`config.mk`:
```
export PLATFORM = sky130hd
export DESIGN_NAME = wildcard_byte_pattern_search
export DESIGN_NICKNAME = d
export VERILOG_FILES = /design/src/design/wbps_pkg.sv /design/src/design/wildcard_byte_pattern_search.sv /design/src/design/wbps_cfg.sv /design/src/design/wbps_window.sv /design/src/design/wbps_match.sv
export SDC_FILE = /design/constraint.sdc
export NUM_CORES = 1
export LEC_CHECK = 0
export BUFFER_PORTS_ARGS = -buffer_cell sky130_fd_sc_hd__buf_2
export CAP_MARGIN = 5
export CORE_MARGIN = 3
export CORE_UTILIZATION = 63
export DETAILED_ROUTE_END_ITERATION = 7
export PLACE_DENSITY = 0.82
export SYNTH_ARGS = -nofsm -noshare
export SYNTH_HDL_FRONTEND = slang
export SYNTH_SLANG_ARGS = --single-unit
```
`constraint.sdc`:
```
create_clock -name clk -period 6.35 [get_ports clk]
set_input_delay 0.635 -clock clk [delete_from_list [all_inputs] [get_ports clk]]
set_output_delay 0.635 -clock clk [all_outputs]
set_load 0.01 [all_outputs]
```
`src/design/wbps_pkg.sv`:
```
`default_nettype none

package wbps_pkg;

  localparam int PAT_REG_BYTES = 16;
  localparam int OFFSET_OUT_W  = 32;
  localparam int CFG_IDX_W     = 3;
  localparam int CFG_DATA_W    = 64;
  localparam int LEN_W         = 5;

  localparam logic [CFG_IDX_W-1:0] REG_PATTERN_LOW    = 3'd0;
  localparam logic [CFG_IDX_W-1:0] REG_PATTERN_HIGH   = 3'd1;
  localparam logic [CFG_IDX_W-1:0] REG_CARE_MASK      = 3'd2;
  localparam logic [CFG_IDX_W-1:0] REG_PATTERN_LENGTH = 3'd3;

  localparam logic [15:0] CARE_MASK_RESET = 16'hFFFF;

  typedef struct packed {
    logic [7:0] data_byte;
    logic       region_end;
  } in_item_t;

  typedef struct packed {
    logic                    match_found;
    logic [OFFSET_OUT_W-1:0] match_offset;
    logic                    region_done;
  } out_item_t;

  typedef struct packed {
    logic [63:0]      pattern_low;
    logic [63:0]      pattern_high;
    logic [15:0]      care_mask;
    logic [LEN_W-1:0] pattern_length;
  } cfg_regs_t;

endpackage

`default_nettype wire

```
`src/design/wildcard_byte_pattern_search.sv`:
```
// Wildcard byte pattern search.
// Input channel (in_valid/in_ready/in_item) takes one byte of a memory region
// per item, with region_end marking the region's last byte. The result
// channel (out_valid/out_ready/out_item) returns exactly one item per input
// byte: match_found, match_offset (start offset of the pattern in the region)
// and region_done. Configuration (cfg_we/cfg_index/cfg_wdata) loads the
// pattern bytes, care mask and pattern length; it is to be written only
// while the block is idle, and the block itself does not enforce this.
// Pipeline: an accepted byte is registered in the window/position stage,
// then its result in the compare-and-result stage, which drives out_valid.
// Throughput: one byte per cycle while the result stage drains; all pattern
// bytes are compared in parallel against the window register.
// Reset clears the window, the region position, the pipeline valid bits and
// the configuration (care mask all ones, pattern length zero).
// When out_ready is low the result register holds its item; the window stage
// still holds one more item, and in_ready drops only when both are full.
`default_nettype none

module wildcard_byte_pattern_search #(
  parameter int MAX_PATTERN  = 16,
  parameter int OFFSET_WIDTH = 32
) (
  input  wire logic                               clk,
  input  wire logic                               rst_n,
  input  wire logic                               in_valid,
  output logic                                    in_ready,
  input  wire wbps_pkg::in_item_t                 in_item,
  output logic                                    out_valid,
  input  wire logic                               out_ready,
  output wbps_pkg::out_item_t                     out_item,
  input  wire logic                               cfg_we,
  input  wire logic [wbps_pkg::CFG_IDX_W-1:0]     cfg_index,
  input  wire logic [wbps_pkg::CFG_DATA_W-1:0]    cfg_wdata
);

  wbps_pkg::cfg_regs_t         regs;
  logic                        adv;
  logic                        stg_vld;
  logic                        stg_end;
  logic [OFFSET_WIDTH-1:0]     stg_count;
  logic [MAX_PATTERN-1:0][7:0] stg_win;

  wbps_cfg u_cfg (
    .clk       (clk),
    .rst_n     (rst_n),
    .cfg_we    (cfg_we),
    .cfg_index (cfg_index),
    .cfg_wdata (cfg_wdata),
    .regs      (regs)
  );

  wbps_window #(
    .MAX_PATTERN  (MAX_PATTERN),
    .OFFSET_WIDTH (OFFSET_WIDTH)
  ) u_window (
    .clk       (clk),
    .rst_n     (rst_n),
    .in_valid  (in_valid),
    .in_ready  (in_ready),
    .in_item   (in_item),
    .adv       (adv),
    .stg_vld   (stg_vld),
    .stg_end   (stg_end),
    .stg_count (stg_count),
    .stg_win   (stg_win)
  );

  wbps_match #(
    .MAX_PATTERN  (MAX_PATTERN),
    .OFFSET_WIDTH (OFFSET_WIDTH)
  ) u_match (
    .clk       (clk),
    .rst_n     (rst_n),
    .regs      (regs),
    .stg_vld   (stg_vld),
    .stg_end   (stg_end),
    .stg_count (stg_count),
    .stg_win   (stg_win),
    .adv       (adv),
    .out_valid (out_valid),
    .out_ready (out_ready),
    .out_item  (out_item)
  );

endmodule

`default_nettype wire

```
`src/design/wbps_cfg.sv`:
```
`default_nettype none

module wbps_cfg (
  input  wire logic                               clk,
  input  wire logic                               rst_n,
  input  wire logic                               cfg_we,
  input  wire logic [wbps_pkg::CFG_IDX_W-1:0]     cfg_index,
  input  wire logic [wbps_pkg::CFG_DATA_W-1:0]    cfg_wdata,
  output wbps_pkg::cfg_regs_t                     regs
);

  wbps_pkg::cfg_regs_t regs_r;
  wbps_pkg::cfg_regs_t regs_nxt;

  always_comb begin
    regs_nxt = regs_r;
    if (cfg_we) begin
      unique case (cfg_index)
        wbps_pkg::REG_PATTERN_LOW:    regs_nxt.pattern_low    = cfg_wdata;
        wbps_pkg::REG_PATTERN_HIGH:   regs_nxt.pattern_high   = cfg_wdata;
        wbps_pkg::REG_CARE_MASK:      regs_nxt.care_mask      = cfg_wdata[15:0];
        wbps_pkg::REG_PATTERN_LENGTH:
          regs_nxt.pattern_length = cfg_wdata[wbps_pkg::LEN_W-1:0];
        default: regs_nxt = regs_r;
      endcase
    end
  end

  always_ff @(posedge clk) begin
    if (!rst_n) begin
      regs_r.pattern_low    <= '0;
      regs_r.pattern_high   <= '0;
      regs_r.care_mask      <= wbps_pkg::CARE_MASK_RESET;
      regs_r.pattern_length <= '0;
    end else begin
      regs_r <= regs_nxt;
    end
  end

  assign regs = regs_r;

endmodule

`default_nettype wire

```
`src/design/wbps_window.sv`:
```
`default_nettype none

module wbps_window #(
  parameter int MAX_PATTERN  = 16,
  parameter int OFFSET_WIDTH = 32
) (
  input  wire logic                               clk,
  input  wire logic                               rst_n,
  input  wire logic                               in_valid,
  output logic                                    in_ready,
  input  wire wbps_pkg::in_item_t                 in_item,
  input  wire logic                               adv,
  output logic                                    stg_vld,
  output logic                                    stg_end,
  output logic [OFFSET_WIDTH-1:0]                 stg_count,
  output logic [MAX_PATTERN-1:0][7:0]             stg_win
);

  logic [MAX_PATTERN-1:0][7:0] win_r;
  logic [MAX_PATTERN-1:0][7:0] win_nxt;
  logic [OFFSET_WIDTH-1:0]     pos_r;
  logic [OFFSET_WIDTH-1:0]     count_r;
  logic [OFFSET_WIDTH-1:0]     count_nxt;
  logic                        vld_r;
  logic                        end_r;
  logic                        take;

  assign in_ready = !vld_r || adv;
  assign take     = in_valid && in_ready;

  // saturate at the top count
  assign count_nxt = (&pos_r) ? pos_r : pos_r + OFFSET_WIDTH'(1);

  always_comb begin
    win_nxt[0] = in_item.data_byte;
    for (int i = 1; i < MAX_PATTERN; i++) begin
      win_nxt[i] = win_r[i-1];
    end
  end

  always_ff @(posedge clk) begin
    if (!rst_n) begin
      vld_r <= 1'b0;
      pos_r <= '0;
      win_r <= '0;
    end else begin
      if (take) begin
        vld_r <= 1'b1;
        pos_r <= in_item.region_end ? '0 : count_nxt;
        win_r <= win_nxt;
      end else if (adv) begin
        vld_r <= 1'b0;
      end
    end
  end

  always_ff @(posedge clk) begin
    if (take) begin
      count_r <= count_nxt;
      end_r   <= in_item.region_end;
    end
  end

  assign stg_vld   = vld_r;
  assign stg_end   = end_r;
  assign stg_count = count_r;
  assign stg_win   = win_r;

endmodule

`default_nettype wire

```
`src/design/wbps_match.sv`:
```
`default_nettype none

module wbps_match #(
  parameter int MAX_PATTERN  = 16,
  parameter int OFFSET_WIDTH = 32
) (
  input  wire logic                               clk,
  input  wire logic                               rst_n,
  input  wire wbps_pkg::cfg_regs_t                regs,
  input  wire logic                               stg_vld,
  input  wire logic                               stg_end,
  input  wire logic [OFFSET_WIDTH-1:0]            stg_count,
  input  wire logic [MAX_PATTERN-1:0][7:0]        stg_win,
  output logic                                    adv,
  output logic                                    out_valid,
  input  wire logic                               out_ready,
  output wbps_pkg::out_item_t                     out_item
);

  localparam int IDX_W = (MAX_PATTERN > 1) ? $clog2(MAX_PATTERN) : 1;
  localparam int EXT_W = (OFFSET_WIDTH > wbps_pkg::OFFSET_OUT_W) ?
                         OFFSET_WIDTH : wbps_pkg::OFFSET_OUT_W;

  logic [MAX_PATTERN-1:0]                 byte_ok;
  logic [8*wbps_pkg::PAT_REG_BYTES-1:0]   pat_all;
  logic [6:0]                             len7;
  logic                                   len_ok;
  logic                                   hit;
  logic [OFFSET_WIDTH-1:0]                diff;
  logic [EXT_W-1:0]                       diff_ext;
  wbps_pkg::out_item_t                    res;
  wbps_pkg::out_item_t                    item_r;
  logic                                   vld_r;

  assign pat_all = {regs.pattern_high, regs.pattern_low};
  assign len7    = 7'(regs.pattern_length);

  for (genvar j = 0; j < MAX_PATTERN; j++) begin : g_cmp
    if (j < wbps_pkg::PAT_REG_BYTES) begin : g_reg
      logic [6:0] sel;
      logic [7:0] wb;
      // pattern byte j lines up with window entry len-1-j (newest first)
      assign sel        = len7 - 7'd1 - 7'(j);
      assign wb         = stg_win[sel[IDX_W-1:0]];
      assign byte_ok[j] = (7'(j) >= len7) || !regs.care_mask[j] ||
                          (wb == pat_all[8*j +: 8]);
    end else begin : g_wild
      assign byte_ok[j] = 1'b1;
    end
  end

  assign len_ok = (len7 != 7'd0) && (len7 <= 7'(MAX_PATTERN)) &&
                  (stg_count >= OFFSET_WIDTH'(regs.pattern_length));
  assign hit      = len_ok && (&byte_ok);
  assign diff     = stg_count - OFFSET_WIDTH'(regs.pattern_length);
  assign diff_ext = EXT_W'(diff);

  always_comb begin
    res.match_found  = hit;
    res.match_offset = hit ? diff_ext[wbps_pkg::OFFSET_OUT_W-1:0] : '0;
    res.region_done  = stg_end;
  end

  assign adv = stg_vld && (!vld_r || out_ready);

  always_ff @(posedge clk) begin
    if (!rst_n) begin
      vld_r <= 1'b0;
    end else if (adv) begin
      vld_r <= 1'b1;
    end else if (out_ready) begin
      vld_r <= 1'b0;
    end
  end

  always_ff @(posedge clk) begin
    if (adv) begin
      item_r <= res;
    end
  end

  assign out_valid = vld_r;
  assign out_item  = item_r;

endmodule

`default_nettype wire

```
== After elaboration in Yosys (flattened, before gate mapping) ==
Cells that the tools add are included.
Word-level totals
  register bits after elaboration: 378
  input bits: 81
  output and inout bits: 36
Cells by class
  $add $sub $neg: 18
  magnitude comparators: 34
  eq/ne operators: 19
  multiplexer cells: 38
  reduce and logical (&&, ||, !) cells: 67
Operators by type and width (count)
  binary-select mux 8 bit (select 4 bit): 16
  equality test 8 bit: 16
  two-way mux 8 bit: 16
  less-than comparator 4 x 5 -> 1 bit, second input constant: 16
  two-way mux 32 bit: 2
  greater-or-equal comparator 4 x 5 -> 1 bit, first input constant: 8
  logical OR 1 bit: 34
  adder 32 x 1 -> 32 bit, second input constant: 1
  greater-or-equal comparator 32 x 5 -> 1 bit: 1
  AND reduction 32 bit: 1
  subtractor 32 x 5 -> 32 bit: 1
  subtractor 4 bit, second input constant: 8
  greater-or-equal comparator 3 x 5 -> 1 bit, first input constant: 4
  zero test 1 bit: 18
  AND reduction 16 bit: 1
  subtractor 4 x 3 -> 4 bit, second input constant: 4
  greater-or-equal comparator 1 x 5 -> 1 bit, first input constant: 2
  greater-or-equal comparator 2 x 5 -> 1 bit, first input constant: 2
  AND reduction 2 bit: 4
  subtractor 4 x 1 -> 4 bit, second input constant: 2
  subtractor 4 x 2 -> 4 bit, second input constant: 2
  nonzero test 7 bit: 1
  equality test 3 x 2 -> 1 bit, second input constant: 2
  <= comparator 5 bit, second input constant: 1
  other kinds (5): 13

== Depth between registers and ports, before layout ==
  word-level depth: 8
  gate-level depth with buffers: 21
  gate-level depth less buffers: 14

== Hierarchy ==
Synthesis repeated with hierarchy kept, for this count alone.
Second synthesis, totals
  cell total of the unflattened synthesis: 2646
  area total of the unflattened synthesis: 24717.5 um2
Modules (own cells, without submodules)
  wbps_match: instances 1, cells an instance 1148, area each 11064.4 um2
  wbps_window: instances 1, cells an instance 926, area each 7890.1 um2
  wbps_cfg: instances 1, cells an instance 572, area each 5763.0 um2

== Least setup slack after synthesis ==
OpenSTA, ideal clock, no wires.
  path kind: register to register
  from: register u_cfg.regs_r (netlist bit u_cfg.regs[0])
  to: register u_match.item_r (netlist bit u_match.out_item[12]), data pin
  data arrival time: 4.604 ns
  slack: 1.606 ns
  cell stages (with the launch flop): 20
  period minus slack after synthesis: 4.744 ns
  path through: dfxtp_1 -> buf_2 -> inv_2 -> clkbuf_1 -> clkbuf_1 -> ha_1 -> buf_2 -> buf_2 -> buf_1 -> buf_2 -> mux4_2 -> mux4_2 -> xnor2_1 -> nand4_1 -> o221ai_1 -> nand3_1 -> nor4_2 -> nand4_2 -> buf_2 -> a21oi_2
Between the ends
  word-level cells in the longest chain between the ends: 8
Ends and longest elaborated chain
  start, declared: RTL line wbps_cfg.sv:12  | wbps_pkg::cfg_regs_t regs_r;
  start signal, assigned: RTL line wbps_cfg.sv:36  | regs_r <= regs_nxt;
  subtractor 4 x 1 -> 4 bit: RTL line wbps_match.sv:43  | assign sel = len7 - 7'd1 - 7'(j);
  subtractor 4 x 1 -> 4 bit, or another cell as far along: RTL line wbps_match.sv:43
  binary-select mux 8 bit (select 4 bit): RTL line wbps_match.sv:44  | assign wb = stg_win[sel[IDX_W-1:0]];
  two-way mux 8 bit (implied by the code): RTL line wbps_match.sv:44
  equality test 8 bit: RTL line wbps_match.sv:46  | (wb == pat_all[8*j +: 8]);
  logical OR 1 bit: RTL line wbps_match.sv:45  | assign byte_ok[j] = (7'(j) >= len7) || !regs.care_mask[j] ||
  AND reduction 16 bit: RTL line wbps_match.sv:54  | assign hit = len_ok && (&byte_ok);
  logical AND 1 bit: RTL line wbps_match.sv:54
  end signal, assigned: RTL line wbps_match.sv:78  | item_r <= res;
  end, declared: RTL line wbps_match.sv:32  | wbps_pkg::out_item_t item_r;
Several ways; a longest one is shown, not always the timed one. The select of a mux whose other input is x is not followed.
A chain may end at the register's enable or synchronous reset.

== Final worst setup path ==
  from: register u_cfg.regs_r (netlist bit u_cfg.regs[1])
  to: register u_match.item_r (netlist bit u_match.out_item[4]), data pin
Same word-level chain as after synthesis.

==> impl_metrics.tcl <==
set metrics [dict create \
    outcome "complete, no violations" \
    fp.coreArea_um2 35660 \
    stdcell_count 3025 \
    yosysMostFrequentCell "nand2_1" \
    route.detailed.drc 0 \
    worstSetupEndpointType "register" \
    drive_gt1_share_pct 16.69 \
    dpl.cell_count 2953 \
    io_buffers 116 \
    synth.top_cells.by_count "nand2_1 (719), dfxtp_1 (311), a21boi_0 (261)" \
    clock_skew_ns 0.02255 \
    relSlewSlack_pct 9.125 \
    vias 19096 \
    cts_buffer_depth 3 \
    hold_viol 0 \
    die_w_um 196.4 \
    crit_fanout 48 \
    grt_usage_pct 34.36 \
    cts_tree "done" \
    ys.flop_type "dfxtp_1" \
    met2_length_um 30050 \
    multi_input_area_um2 13870 \
    tightest_slew_ns 1.329 \
    overflow 0 \
    wl_met1_um 28650 \
    synth-edff-count 67 \
    ios 117 \
    syn_area_um2 22840 \
    finalMaxSlewViolations 0 \
    row_count 69 \
    ctsHoldBuffers 0 \
    fin_crit_ns 5.619 \
    async_flop_share_pct 0 \
    start_kind "register" \
    grt_pass1_wl_um 103500 \
    ys_types 64 \
    crit_type "register to register" \
    drtIter0Drc 2020 \
    yosys.area.top_type "dfxtp_1" \
    synthesis.instances 2516 \
    rsz0062_at_grt "no" \
    ys_warn_count 0 \
    cts_buffers 40 \
    setup_tns_ns 0 \
    fin_nets 2626 \
    firstDrtPassIters 5 \
    clock_latency_ns 0.58 \
    hpwlAfterDp_um 49380 \
    cts-root-buf "clkbuf_16" \
    power.static_leakage_nw 8.739 \
    regArea_um2 8243 \
    syn-num-nets 2608 \
    fillerInstances 2733 \
    hold_class "input pin to register" \
    period_share_pct 88.49 \
    routed_wl_um 67270 \
    dr.max_layer_used "met4" \
    grt_max_degree 123 \
    yosysTopAreaCellShare_pct 27.26 \
    dieArea_um2 38570 \
    power_density_nw_per_um2 220.6 \
    required_ns 6.76 \
    post_cts_buffers 0 \
    avgSynthCellArea_um2 9.078 \
    avgRoutedWirePerCell_um 22.24 \
    irDropWorstVdd_uv 233.0 \
    synth-seq-cells 378 \
    detail-route-antenna-nets 0 \
    numClockSinks 378 \
    avgViaCountPerCell 6.313 \
    seq_area_frac_synth_pct 36.07 \
    htreeDepth 2 \
    start_util_pct 64.06 \
    place.gp.congestion 1.011 \
    drv_cap 0 \
    met3_length_um 6353 \
    path_clk_slew_ns 0.06 \
    area_delta_synth_final_pct 8.968 \
    die_h_um 196.4 \
    yosys-top-cells-area "dfxtp_1 (27%), nand2_1 (12%), mux4_2 (11%)" \
    post_cts_resized 0 \
    diodes 0 \
    fmax_mhz 178.0 \
    critPathArrivalTime_ns 6.03 \
    setup_violations 0 \
    antenna_found_initial 0 \
    grt_pass1_vias 17732 \
]
-- layer usage --
metal  track usage, %  vias to the layer above
li1                 -                     8818
met1            48.87                     9274
met2            53.30                      858
met3            7.026                      146
met4            11.04                        0
met5                0                        -
-- state kept, by name (all words and copies together), names as in the netlist --
signal	cells
u_match.out_item	34
u_cfg.regs	149
u_match.out_valid	1
u_window.stg_end	1
u_window.stg_win	128
u_window.pos_r	32
u_window.stg_vld	1
u_window.stg_count	32
-- through the flow --
step                      hold WS, ns  power, W  setup WS, ns  cell area, um2  utilization, %
after global placement         0.4075  0.003190        0.9468           23600           66.18
after floorplan                0.4003  0.003013         1.606           22840               -
after detailed placement       0.4222  0.003204        0.8670           23600           66.18
after CTS                      0.2976  0.005501        0.8482           24890           69.80
after global routing           0.3240  0.005641        0.4961           24890           69.80
final                          0.3131  0.005489        0.7306           24890           69.80
-- critical path: stages (launching register included) --
cell and delay, ns:
dfxtp_1 0.68, inv_1 0.30, ha_4 0.69, buf_12 0.34
mux2_2 0.39, o21ai_0 0.75, mux4_2 0.44, xnor2_1 0.07
nor4_1 0.26, nand4_1 0.28, a311oi_1 0.40, nand4_2 0.24
buf_4 0.31, nor3_1 0.21
-- layout by cell type (no fill, tap or decap), drive strengths merged, types with 3 or more instances in the layout --
| master | netlist | layout |
|---|---|---|
| nand2b | 8 | 8 |
| nand2 | 719 | 719 |
| a21oi | 31 | 31 |
| mux2i | 127 | 127 |
| o21bai | 3 | 3 |
| o221ai | 3 | 3 |
| mux4 | 113 | 113 |
| nor4 | 31 | 31 |
| dfxtp | 311 | 311 |
| mux2 | 75 | 75 |
| a22oi | 25 | 25 |
| o21a | 3 | 3 |
| and2 | 3 | 3 |
| nor2 | 75 | 75 |
| clkinv | 1 | 13 |
| a211oi | 3 | 3 |
| clkbuf | 123 | 57 |
| buf | 51 | 150 |
| nor2b | 45 | 45 |
| ha | 10 | 10 |
| nand4 | 15 | 15 |
| a31oi | 4 | 4 |
| inv | 12 | 13 |
| or4 | 7 | 7 |
| or2 | 4 | 4 |
| xnor2 | 151 | 151 |
| edfxtp | 67 | 67 |
| xor2 | 44 | 44 |
| nor3 | 21 | 21 |
| a21boi | 261 | 261 |
| and4 | 8 | 8 |
| or3 | 7 | 7 |
| and3 | 10 | 10 |
| o211ai | 3 | 3 |
| o21ai | 94 | 94 |
| nand3 | 30 | 30 |
| nor3b | 3 | 3 |
-- cells by family (layout without fill, tap and decap cells) --
logic type	count (synthesis)	count (layout)	share of synthesized area (%)
and+or+nand+nor	992	992	18.49
AOI/OAI and AO/OA	438	438	13.14
DFF	378	378	36.07
muxes	315	315	20.45
xor gates and xnor gates	195	195	7.757
buffers and inverters	187	235	3.451
adders and majority gates	11	11	0.6354
-- power breakdown --
part,switching (W),internal [W],total (W)
Clock,0.00101,0.00132,0.00233
Sequential,0.0000455,0.00249,0.00253
Combinational,0.000373,0.000257,0.000630
-- final cells by class --
type	count	share of cell area [%]
multi-input combinational	1951	55.72
clock inverter	15	0.5530
sequential	378	33.12
timing repair buffer	150	3.434
tap	461	2.318
inverter	13	0.2212
clock buffer	57	4.640
-- path summary, 6_finish.rpt --
kind | from | slack, ns | depth (start not counted) | end
worst max-delay path | u_cfg.regs[1] | 0.73 | 13 | u_match.out_item[4]
worst min register to register | u_window.stg_end | 0.42 | 0 | u_match.out_item[0]
worst max register to register | u_cfg.regs[1] | 0.73 | 13 | u_match.out_item[4]
worst min-delay path | in_item[2] | 0.31 | 3 | u_window.stg_win[1]
No activity file was read; power rests on OpenSTA's default activity.
